--- config.mk ---
export PLATFORM = sky130hd
export DESIGN_NAME = deque_with_count_and_sum
export DESIGN_NICKNAME = d
export VERILOG_FILES = /design/src/rtl/dqs_pkg.sv /design/src/rtl/dqs_front.sv /design/src/rtl/dqs_queue.sv /design/src/rtl/dqs_back.sv /design/src/rtl/deque_with_count_and_sum.sv
export SDC_FILE = /design/constraint.sdc
export NUM_CORES = 2
export LEC_CHECK = 0
export ABC_AREA = 1
export ABC_CLOCK_PERIOD_IN_PS = 5100
export BUFFER_PORTS_ARGS = -buffer_cell sky130_fd_sc_hd__buf_2
export CORE_MARGIN = 8
export CORE_UTILIZATION = 50
export CTS_CLUSTER_SIZE = 12
export DETAILED_ROUTE_END_ITERATION = 10
export GPL_TIMING_DRIVEN = 0
export MAX_ROUTING_LAYER = met4
export PLACE_DENSITY = 0.77
export SETUP_SLACK_MARGIN = 0.15
export SYNTH_ARGS = -nofsm -noshare
export SYNTH_HDL_FRONTEND = slang
export SYNTH_SLANG_ARGS = --single-unit
export TNS_END_PERCENT = 10
--- constraint.sdc ---
create_clock -name clk -period 5.1 [get_ports clk]
set_input_delay 0.51 -clock clk [delete_from_list [all_inputs] [get_ports clk]]
set_output_delay 0.51 -clock clk [all_outputs]
set_load 0.01 [all_outputs]
--- src/rtl/dqs_pkg.sv ---
// Shared types, sizes and helpers for the double-ended queue with count and sum.
// Used by every module of the block; depends on nothing else.
`timescale 1ns / 1ps

package dqs_pkg;

    // Ring store size and the widths that follow from it.
    localparam int DEPTH  = 64;
    localparam int ADDR_W = (DEPTH > 1) ? $clog2(DEPTH) : 1;
    localparam int CNT_W  = $clog2(DEPTH + 1);

    // Field widths of an item and a result.
    localparam int ACT_W   = 3;
    localparam int DATA_W  = 32;
    localparam int STAT_W  = 2;
    localparam int COUNT_W = 7;

    // Action codes of an input item.
    localparam logic [ACT_W-1:0] ACT_PUSH_BACK  = 3'd0;
    localparam logic [ACT_W-1:0] ACT_PUSH_FRONT = 3'd1;
    localparam logic [ACT_W-1:0] ACT_POP_FRONT  = 3'd2;
    localparam logic [ACT_W-1:0] ACT_POP_BACK   = 3'd3;
    localparam logic [ACT_W-1:0] ACT_CLEAR      = 3'd4;

    // Result status codes.
    typedef enum logic [STAT_W-1:0] {
        ST_DONE  = 2'd0,
        ST_FULL  = 2'd1,
        ST_EMPTY = 2'd2
    } status_t;

    // Operation class decided by the front end.
    typedef enum logic [1:0] {
        OP_PUSH,
        OP_POP,
        OP_CLEAR,
        OP_QUERY
    } op_kind_t;

    // A classified item as it waits in the command queue.
    typedef struct packed {
        op_kind_t                  kind;
        logic                      at_front;
        logic signed [DATA_W-1:0]  value;
    } cmd_t;

    // What the back end reports for one item.
    typedef struct packed {
        logic                      done;
        status_t                   status;
        logic [CNT_W-1:0]          count;
        logic signed [DATA_W-1:0]  sum;
    } result_t;

    // Back end sequencer states.
    typedef enum logic {
        B_IDLE,
        B_POP
    } back_state_t;

    // Ring position base + offset, where offset is below DEPTH.
    function automatic logic [ADDR_W-1:0] ring_add(
        input logic [ADDR_W-1:0] base,
        input logic [CNT_W-1:0]  offset
    );
        logic [CNT_W:0] pos;
        pos = (CNT_W+1)'(base) + (CNT_W+1)'(offset);
        if (pos >= (CNT_W+1)'(DEPTH))
        begin
            pos = pos - (CNT_W+1)'(DEPTH);
        end
        return pos[ADDR_W-1:0];
    endfunction

endpackage

--- src/rtl/dqs_front.sv ---
// Front end: takes items on the start/busy handshake and classifies the action.
// Depends on dqs_pkg; feeds dqs_queue.
`timescale 1ns / 1ps

module dqs_front
    import dqs_pkg::*;
(
    input  logic                     start,
    output logic                     busy,
    input  logic [ACT_W-1:0]         action,
    input  logic signed [DATA_W-1:0] value,
    input  logic                     q_ready,
    output logic                     q_write,
    output cmd_t                     q_cmd
);

    // The block is busy whenever the command queue has no room.
    assign busy    = !q_ready;
    assign q_write = start && q_ready;

    // Decode the action into an operation class and a side.
    always_comb
    begin
        q_cmd.value    = value;
        q_cmd.at_front = 1'b0;
        case (action)
            ACT_PUSH_BACK:
            begin
                q_cmd.kind = OP_PUSH;
            end
            ACT_PUSH_FRONT:
            begin
                q_cmd.kind     = OP_PUSH;
                q_cmd.at_front = 1'b1;
            end
            ACT_POP_FRONT:
            begin
                q_cmd.kind     = OP_POP;
                q_cmd.at_front = 1'b1;
            end
            ACT_POP_BACK:
            begin
                q_cmd.kind = OP_POP;
            end
            ACT_CLEAR:
            begin
                q_cmd.kind = OP_CLEAR;
            end
            default:
            begin
                // Query and the unused codes leave the state alone.
                q_cmd.kind = OP_QUERY;
            end
        endcase
    end

endmodule

--- src/rtl/dqs_queue.sv ---
// Two-entry command queue between the front end and the back end.
// Depends on dqs_pkg for the command type.
`timescale 1ns / 1ps

module dqs_queue
    import dqs_pkg::*;
(
    input  logic clk,
    input  logic rst_n,
    input  logic wr_en,
    input  cmd_t wr_cmd,
    output logic ready,
    input  logic rd_en,
    output logic rd_valid,
    output cmd_t rd_cmd
);

    cmd_t       slot_reg [2];
    logic       wr_ptr_reg;
    logic       wr_ptr_next;
    logic       rd_ptr_reg;
    logic       rd_ptr_next;
    logic [1:0] fill_reg;
    logic [1:0] fill_next;

    assign ready    = (fill_reg != 2'd2);
    assign rd_valid = (fill_reg != 2'd0);
    assign rd_cmd   = slot_reg[rd_ptr_reg];

    // Pointer and fill update.
    always_comb
    begin
        wr_ptr_next = wr_ptr_reg ^ wr_en;
        rd_ptr_next = rd_ptr_reg ^ rd_en;
        fill_next   = fill_reg + 2'(wr_en) - 2'(rd_en);
    end

    always_ff @(posedge clk or negedge rst_n)
    begin
        if (!rst_n)
        begin
            wr_ptr_reg <= 1'b0;
            rd_ptr_reg <= 1'b0;
            fill_reg   <= 2'd0;
        end
        else
        begin
            wr_ptr_reg <= wr_ptr_next;
            rd_ptr_reg <= rd_ptr_next;
            fill_reg   <= fill_next;
        end
    end

    // Command storage needs no reset.
    always_ff @(posedge clk)
    begin
        if (wr_en)
        begin
            slot_reg[wr_ptr_reg] <= wr_cmd;
        end
    end

endmodule

--- src/rtl/dqs_back.sv ---
// Back end: carries out queued commands on the ring store, count and running sum.
// Depends on dqs_pkg; reads from dqs_queue.
`timescale 1ns / 1ps

module dqs_back
    import dqs_pkg::*;
(
    input  logic    clk,
    input  logic    rst_n,
    input  logic    q_valid,
    input  cmd_t    q_cmd,
    output logic    q_take,
    output result_t result
);

    back_state_t               state_reg;
    back_state_t               state_next;
    logic [ADDR_W-1:0]         head_reg;
    logic [ADDR_W-1:0]         head_next;
    logic [CNT_W-1:0]          count_reg;
    logic [CNT_W-1:0]          count_next;
    logic signed [DATA_W-1:0]  sum_reg;
    logic signed [DATA_W-1:0]  sum_next;
    logic                      pop_front_reg;
    logic                      pop_front_next;
    logic                      done_reg;
    logic                      done_next;
    status_t                   status_reg;
    status_t                   status_next;

    logic signed [DATA_W-1:0]  entry_mem [DEPTH];
    logic signed [DATA_W-1:0]  rd_data_reg;
    logic [ADDR_W-1:0]         rd_addr;
    logic [ADDR_W-1:0]         wr_addr;
    logic                      mem_we;

    // Next state: only a pop on a non-empty store needs the read cycle.
    always_comb
    begin
        state_next = state_reg;
        case (state_reg)
            B_IDLE:
            begin
                if (q_valid && (q_cmd.kind == OP_POP) && (count_reg != '0))
                begin
                    state_next = B_POP;
                end
            end
            B_POP:
            begin
                state_next = B_IDLE;
            end
            default:
            begin
                state_next = B_IDLE;
            end
        endcase
    end

    // Datapath and outputs.
    always_comb
    begin
        head_next      = head_reg;
        count_next     = count_reg;
        sum_next       = sum_reg;
        pop_front_next = pop_front_reg;
        done_next      = 1'b0;
        status_next    = status_reg;
        q_take         = 1'b0;
        mem_we         = 1'b0;
        wr_addr        = head_reg;
        rd_addr        = head_reg;
        case (state_reg)
            B_IDLE:
            begin
                if (q_valid)
                begin
                    q_take = 1'b1;
                    case (q_cmd.kind)
                        OP_PUSH:
                        begin
                            done_next = 1'b1;
                            if (count_reg == CNT_W'(DEPTH))
                            begin
                                status_next = ST_FULL;
                            end
                            else
                            begin
                                status_next = ST_DONE;
                                mem_we      = 1'b1;
                                if (q_cmd.at_front)
                                begin
                                    head_next = ring_add(head_reg, CNT_W'(DEPTH - 1));
                                    wr_addr   = head_next;
                                end
                                else
                                begin
                                    wr_addr = ring_add(head_reg, count_reg);
                                end
                                count_next = count_reg + CNT_W'(1);
                                sum_next   = sum_reg + q_cmd.value;
                            end
                        end
                        OP_POP:
                        begin
                            if (count_reg == '0)
                            begin
                                done_next   = 1'b1;
                                status_next = ST_EMPTY;
                            end
                            else
                            begin
                                // Fetch the leaving entry; the sum is updated next cycle.
                                pop_front_next = q_cmd.at_front;
                                if (!q_cmd.at_front)
                                begin
                                    rd_addr = ring_add(head_reg, count_reg - CNT_W'(1));
                                end
                            end
                        end
                        OP_CLEAR:
                        begin
                            done_next   = 1'b1;
                            status_next = ST_DONE;
                            count_next  = '0;
                            sum_next    = '0;
                        end
                        default:
                        begin
                            done_next   = 1'b1;
                            status_next = ST_DONE;
                        end
                    endcase
                end
            end
            B_POP:
            begin
                done_next   = 1'b1;
                status_next = ST_DONE;
                sum_next    = sum_reg - rd_data_reg;
                count_next  = count_reg - CNT_W'(1);
                if (pop_front_reg)
                begin
                    head_next = ring_add(head_reg, CNT_W'(1));
                end
            end
            default:
            begin
                done_next = 1'b0;
            end
        endcase
    end

    always_ff @(posedge clk or negedge rst_n)
    begin
        if (!rst_n)
        begin
            state_reg     <= B_IDLE;
            head_reg      <= '0;
            count_reg     <= '0;
            sum_reg       <= '0;
            pop_front_reg <= 1'b0;
            done_reg      <= 1'b0;
            status_reg    <= ST_DONE;
        end
        else
        begin
            state_reg     <= state_next;
            head_reg      <= head_next;
            count_reg     <= count_next;
            sum_reg       <= sum_next;
            pop_front_reg <= pop_front_next;
            done_reg      <= done_next;
            status_reg    <= status_next;
        end
    end

    // Ring store: one write port, one registered read port.
    always_ff @(posedge clk)
    begin
        if (mem_we)
        begin
            entry_mem[wr_addr] <= q_cmd.value;
        end
        rd_data_reg <= entry_mem[rd_addr];
    end

    assign result.done   = done_reg;
    assign result.status = status_reg;
    assign result.count  = count_reg;
    assign result.sum    = sum_reg;

endmodule

--- src/rtl/deque_with_count_and_sum.sv ---
// Top level of the bounded double-ended queue with entry count and running sum.
// Depends on dqs_pkg, dqs_front, dqs_queue and dqs_back.
`timescale 1ns / 1ps

// An item is taken at a rising edge with start high and busy low, and goes into a
// two-entry command queue; busy is high only while that queue is full. The back end
// handles a push, clear or query in its idle state; a pop of a held entry also
// passes through the pop state: the idle state reads the leaving entry from the
// ring store's registered read port, and the pop state subtracts it from the sum.
// Each result is shown on status, entry_count and total for exactly one cycle with
// done high; it must be taken then, as the block cannot hold it. Results come in
// the order the items were taken. No clearing pass follows reset.
module deque_with_count_and_sum
    import dqs_pkg::*;
(
    input  logic                      clk,
    input  logic                      rst_n,
    input  logic                      start,
    output logic                      busy,
    input  logic [ACT_W-1:0]          action,
    input  logic signed [DATA_W-1:0]  value,
    output logic                      done,
    output logic [STAT_W-1:0]         status,
    output logic [COUNT_W-1:0]        entry_count,
    output logic signed [DATA_W-1:0]  total
);

    logic    q_ready;
    logic    q_write;
    cmd_t    wr_cmd;
    logic    q_valid;
    logic    q_take;
    cmd_t    rd_cmd;
    result_t result;

    // Accept and classify.
    dqs_front u_front (
        .start   (start),
        .busy    (busy),
        .action  (action),
        .value   (value),
        .q_ready (q_ready),
        .q_write (q_write),
        .q_cmd   (wr_cmd)
    );

    // Decoupling queue.
    dqs_queue u_queue (
        .clk      (clk),
        .rst_n    (rst_n),
        .wr_en    (q_write),
        .wr_cmd   (wr_cmd),
        .ready    (q_ready),
        .rd_en    (q_take),
        .rd_valid (q_valid),
        .rd_cmd   (rd_cmd)
    );

    // Execute on the ring store.
    dqs_back u_back (
        .clk     (clk),
        .rst_n   (rst_n),
        .q_valid (q_valid),
        .q_cmd   (rd_cmd),
        .q_take  (q_take),
        .result  (result)
    );

    assign done        = result.done;
    assign status      = result.status;
    assign entry_count = COUNT_W'(result.count);
    assign total       = result.sum;

    // A reported status is always one of the defined codes.
    a_status_code: assert property (@(posedge clk) disable iff (!rst_n)
        done |-> (status == ST_DONE || status == ST_FULL || status == ST_EMPTY))
        else $error("undefined status code reported");

    // An ignored pop only happens on an empty store.
    a_empty_count: assert property (@(posedge clk) disable iff (!rst_n)
        (done && status == ST_EMPTY) |-> (entry_count == '0))
        else $error("pop flagged empty while entries are held");

    // A rejected push only happens on a full store.
    a_full_count: assert property (@(posedge clk) disable iff (!rst_n)
        (done && status == ST_FULL) |-> (entry_count == COUNT_W'(DEPTH)))
        else $error("push flagged full while room remains");

    // The command queue can only fill up through an item accepted the cycle before.
    a_no_busy_idle: assert property (@(posedge clk) disable iff (!rst_n)
        (busy && !$past(busy)) |-> $past(start))
        else $error("queue filled without an accepted item");

endmodule

==> impl_metrics.toml <==
[floorplan]
chipWidth_um = 463
core_um2 = 199000
ioPinCount = 81
floorplan.die_area_um2 = 215000
fp-row-count = 164
die_height_um = 463
initial_core_util_pct = 50.2

[critical_path]
slack_of_the_worst_reg_to_reg_path_ns = 0.002
crit_path_cell_trace = "inv_1 -> ha_1 -> nand2_1 -> nor2_1 -> inv_1 -> nor2_1 -> nor3_4 -> inv_2 -> o21ai_0 -> inv_1 -> nor2_1 -> nand2_1 -> nor2_4"
r2r_start = "u_back.count_reg[0]"
last_element_of_the_critical_path = "u_back.entry_mem[20][12]"
cp_max_fo = 32
rr_endpoint = "u_back.entry_mem[20][12]"
crit_path_start_kind = "flip-flop"
worst-endpoint-required_ns = 5.55
critPathSlowestCell = "sky130_fd_sc_hd__nor2_4"
cp-startpoint = "u_back.count_reg[0]"
critical-path-max-stage-delay_ns = 1.13
critPathKind = "flip-flop to flip-flop"
critPathArrivalTime_ns = 5.55
worst_setup_path_end_kind = "flip-flop"
r2r_cells = 13

[timing]
hold_viol_final = 0
report.final.slew_viol_count = 0
unrepaired_setup_endpoints_after_global_routing = "true"
worst_slack_ns = 0.00191
fin_setup_tns_ns = 0
layout_worst_path_cycle_share_pct = 100
max_slew.worst_pin.slew_ns = 1.31
setup_viol_count_final = 0
slew-limit-headroom_pct = 12.5
clock-skew-final_ns = 0.0591
final_period_minus_worst_setup_slack_ns = 5.10
maximum_clock_rate_mhz = 196

[place]
placement.io_buffers = 80
placed_wire_length_estimate_um = 223000
place_ws_ns = 0.361
gp_congestion = 0.997

[cells_and_area]
fill_cells = 15900
drive_gt1_share_pct = 8.44
largest_register_ffs = 2048
layout-area-overhead-vs-synth_pct = 12.7
area_of_the_multi_input_gates_um2 = 24800
final_net_count = 10500
final_util_pct = 56.6
area.sequential_um2 = 65600

[global_routing]
grt_use_total_pct = 29.2
grt_start_max_net_pins = 66
grt_overflow = 0
grt_antenna_before_repair = 21
wire_length_of_the_first_global_routing_pass_um = 455000
grt_pass1_vias = 71600

[cts]
cts.sink_count = 2204
h-tree-depth = 4
cts_made_buffers = 215
cts-root-to-sink-buffers = 3
insertion_delay_ns = 0.89
clkSlewWorstSetupHoldPaths_ns = 0.06
tritoncts = "built"
post-cts-setup-buffers = 0
root_buffer = "sky130_fd_sc_hd__clkbuf_16"

[logic_synthesis]
async_reset_ff_share_pct = 2.45
post_synth_main_area_contributors = "sky130_fd_sc_hd__edfxtp_1, sky130_fd_sc_hd__nand3_1, sky130_fd_sc_hd__nand2_1, sky130_fd_sc_hd__inv_1, sky130_fd_sc_hd__buf_2"
synthCells = 10000
synth_seq_area_share_pct = 65.6
ys.flop_type = "sky130_fd_sc_hd__edfxtp_1"
dominant_cell_by_count_in_the_synthesized_netlist = "sky130_fd_sc_hd__nand2_1"
postSynthRegisterBits = 2204
synth_commonest_cells = "sky130_fd_sc_hd__nand2_1, sky130_fd_sc_hd__nand3_1, sky130_fd_sc_hd__edfxtp_1"
yosysWarningCount = 0
synth-edff-count = 2118
distinct_cell_type_count_of_the_synthesized_netlist = 49
yosys.area.top_type = "sky130_fd_sc_hd__edfxtp_1"
synthesis.nets = 10100
mappedNetlistArea_um2 = 100000
synth_top_area_share_pct = 63.6
syn-mean-instance-area_um2 = 9.98

[drt]
drt_iter0_drc = 10600
routed-via-count = 74600
drt_via_density = 5.64
drcViolationCount = 0
wire_per_inst_um = 23.9
drt.antenna.violating_nets = 0
routed_wirelength_um = 316000
drt_pass1_iterations = 8

[run]
cap_violations = 0

[run_status]
outcome = "completed"

[worst_hold_path]
timing.hold.worst.class = "primary input to flip-flop"
what timing repair did:
action,CTS,global route
hold buffers,34,0
endpoints found under the setup margin,0,515
hold endpoints to repair,122,0
resized for setup,0,2
per-layer routing:
| layer | routed length, µm | part of all wire, % | vias to the layer above | GRT usage (%) |
|---|---|---|---|---|
| li1 | - | - | 33500 | - |
| met1 | 114000 | 36 | 35100 | 35.9 |
| met2 | 141000 | 45 | 5013 | 44.2 |
| met3 | 36100 | 11 | 1070 | 5.87 |
| met4 | 24800 | 7.8 | 0 | 18.9 |
| met5 | 0 | 0 | - | - |
cell usage in the layout (no fill, tap or decap), types with 65 or more instances in the layout:
master	n
sky130_fd_sc_hd__nor2_1	121
sky130_fd_sc_hd__a21oi_1	118
sky130_fd_sc_hd__ha_1	78
sky130_fd_sc_hd__nand3_1	2211
sky130_fd_sc_hd__edfxtp_1	2118
sky130_fd_sc_hd__clkbuf_1	180
sky130_fd_sc_hd__inv_1	2073
sky130_fd_sc_hd__o21ai_0	104
sky130_fd_sc_hd__nand2_1	2346
sky130_fd_sc_hd__clkbuf_16	217
sky130_fd_sc_hd__nor2_4	65
sky130_fd_sc_hd__buf_2	382
how the worst min path moves through the flow:
stage / startpoint / endpoint / slack (ns) / cells after the start
after floorplan: rst_n / u_back.count_reg[0] / 0.21 / 0
after detailed placement: u_back.status_reg[1] / u_back.status_reg[1] / 0.49 / 2
after CTS: action[1] / u_queue.slot_reg[0][33] / 0.01 / 3
after global routing: action[1] / u_queue.slot_reg[1][33] / 0.1 / 3
after global placement: u_back.status_reg[1] / u_back.status_reg[1] / 0.48 / 2
final: action[1] / u_queue.slot_reg[0][33] / 0.08 / 3
through the flow:
step / instance area, µm² / hold slack (ns) / cells
2_1_floorplan: 100000 / 0.214 / 10000
3_3_place_gp: 104000 / 0.481 / 12800
6_report: 113000 / 0.0812 / 13200
5_1_grt: 113000 / 0.0984 / 13200
4_1_cts: 113000 / 0.0147 / 13200
3_5_place_dp: 106000 / 0.487 / 12800
kinds of logic after synthesis:
family	count (synthesis)	share of synthesized area [%]
buf+inv	2575	10.4
simple gates	4838	21.1
flops	2204	65.6
compound gates	287	1.58
xor+xnor	31	0.271
mux	1	0.0113
fa+ha+maj	84	1.08
worst max-delay path, delay by kind of cell (launching register included):
| family | cells | cell delay [ns] |
|---|---|---|
| and+or+nand+nor | 7 | 2.81 |
| AOI/OAI and AO/OA | 1 | 0.64 |
| buffers and inverters | 4 | 0.50 |
| DFF | 1 | 0.42 |
| adders and majority gates | 1 | 0.24 |
final cells by class:
class	instances	area share (%)
sequential	2204	58.2
multi-input combinational	5241	22.0
inverter	2083	6.94
clock buffer	294	5.11
tap	2656	2.95
buffer	492	2.26
timing repair buffer	186	2.12
clock inverter	52	0.438
antenna	23	0.0510
Power is left out: the tool's default activity adds up to more than one toggle a clock period on the data nets, which glitch-free logic cannot reach.
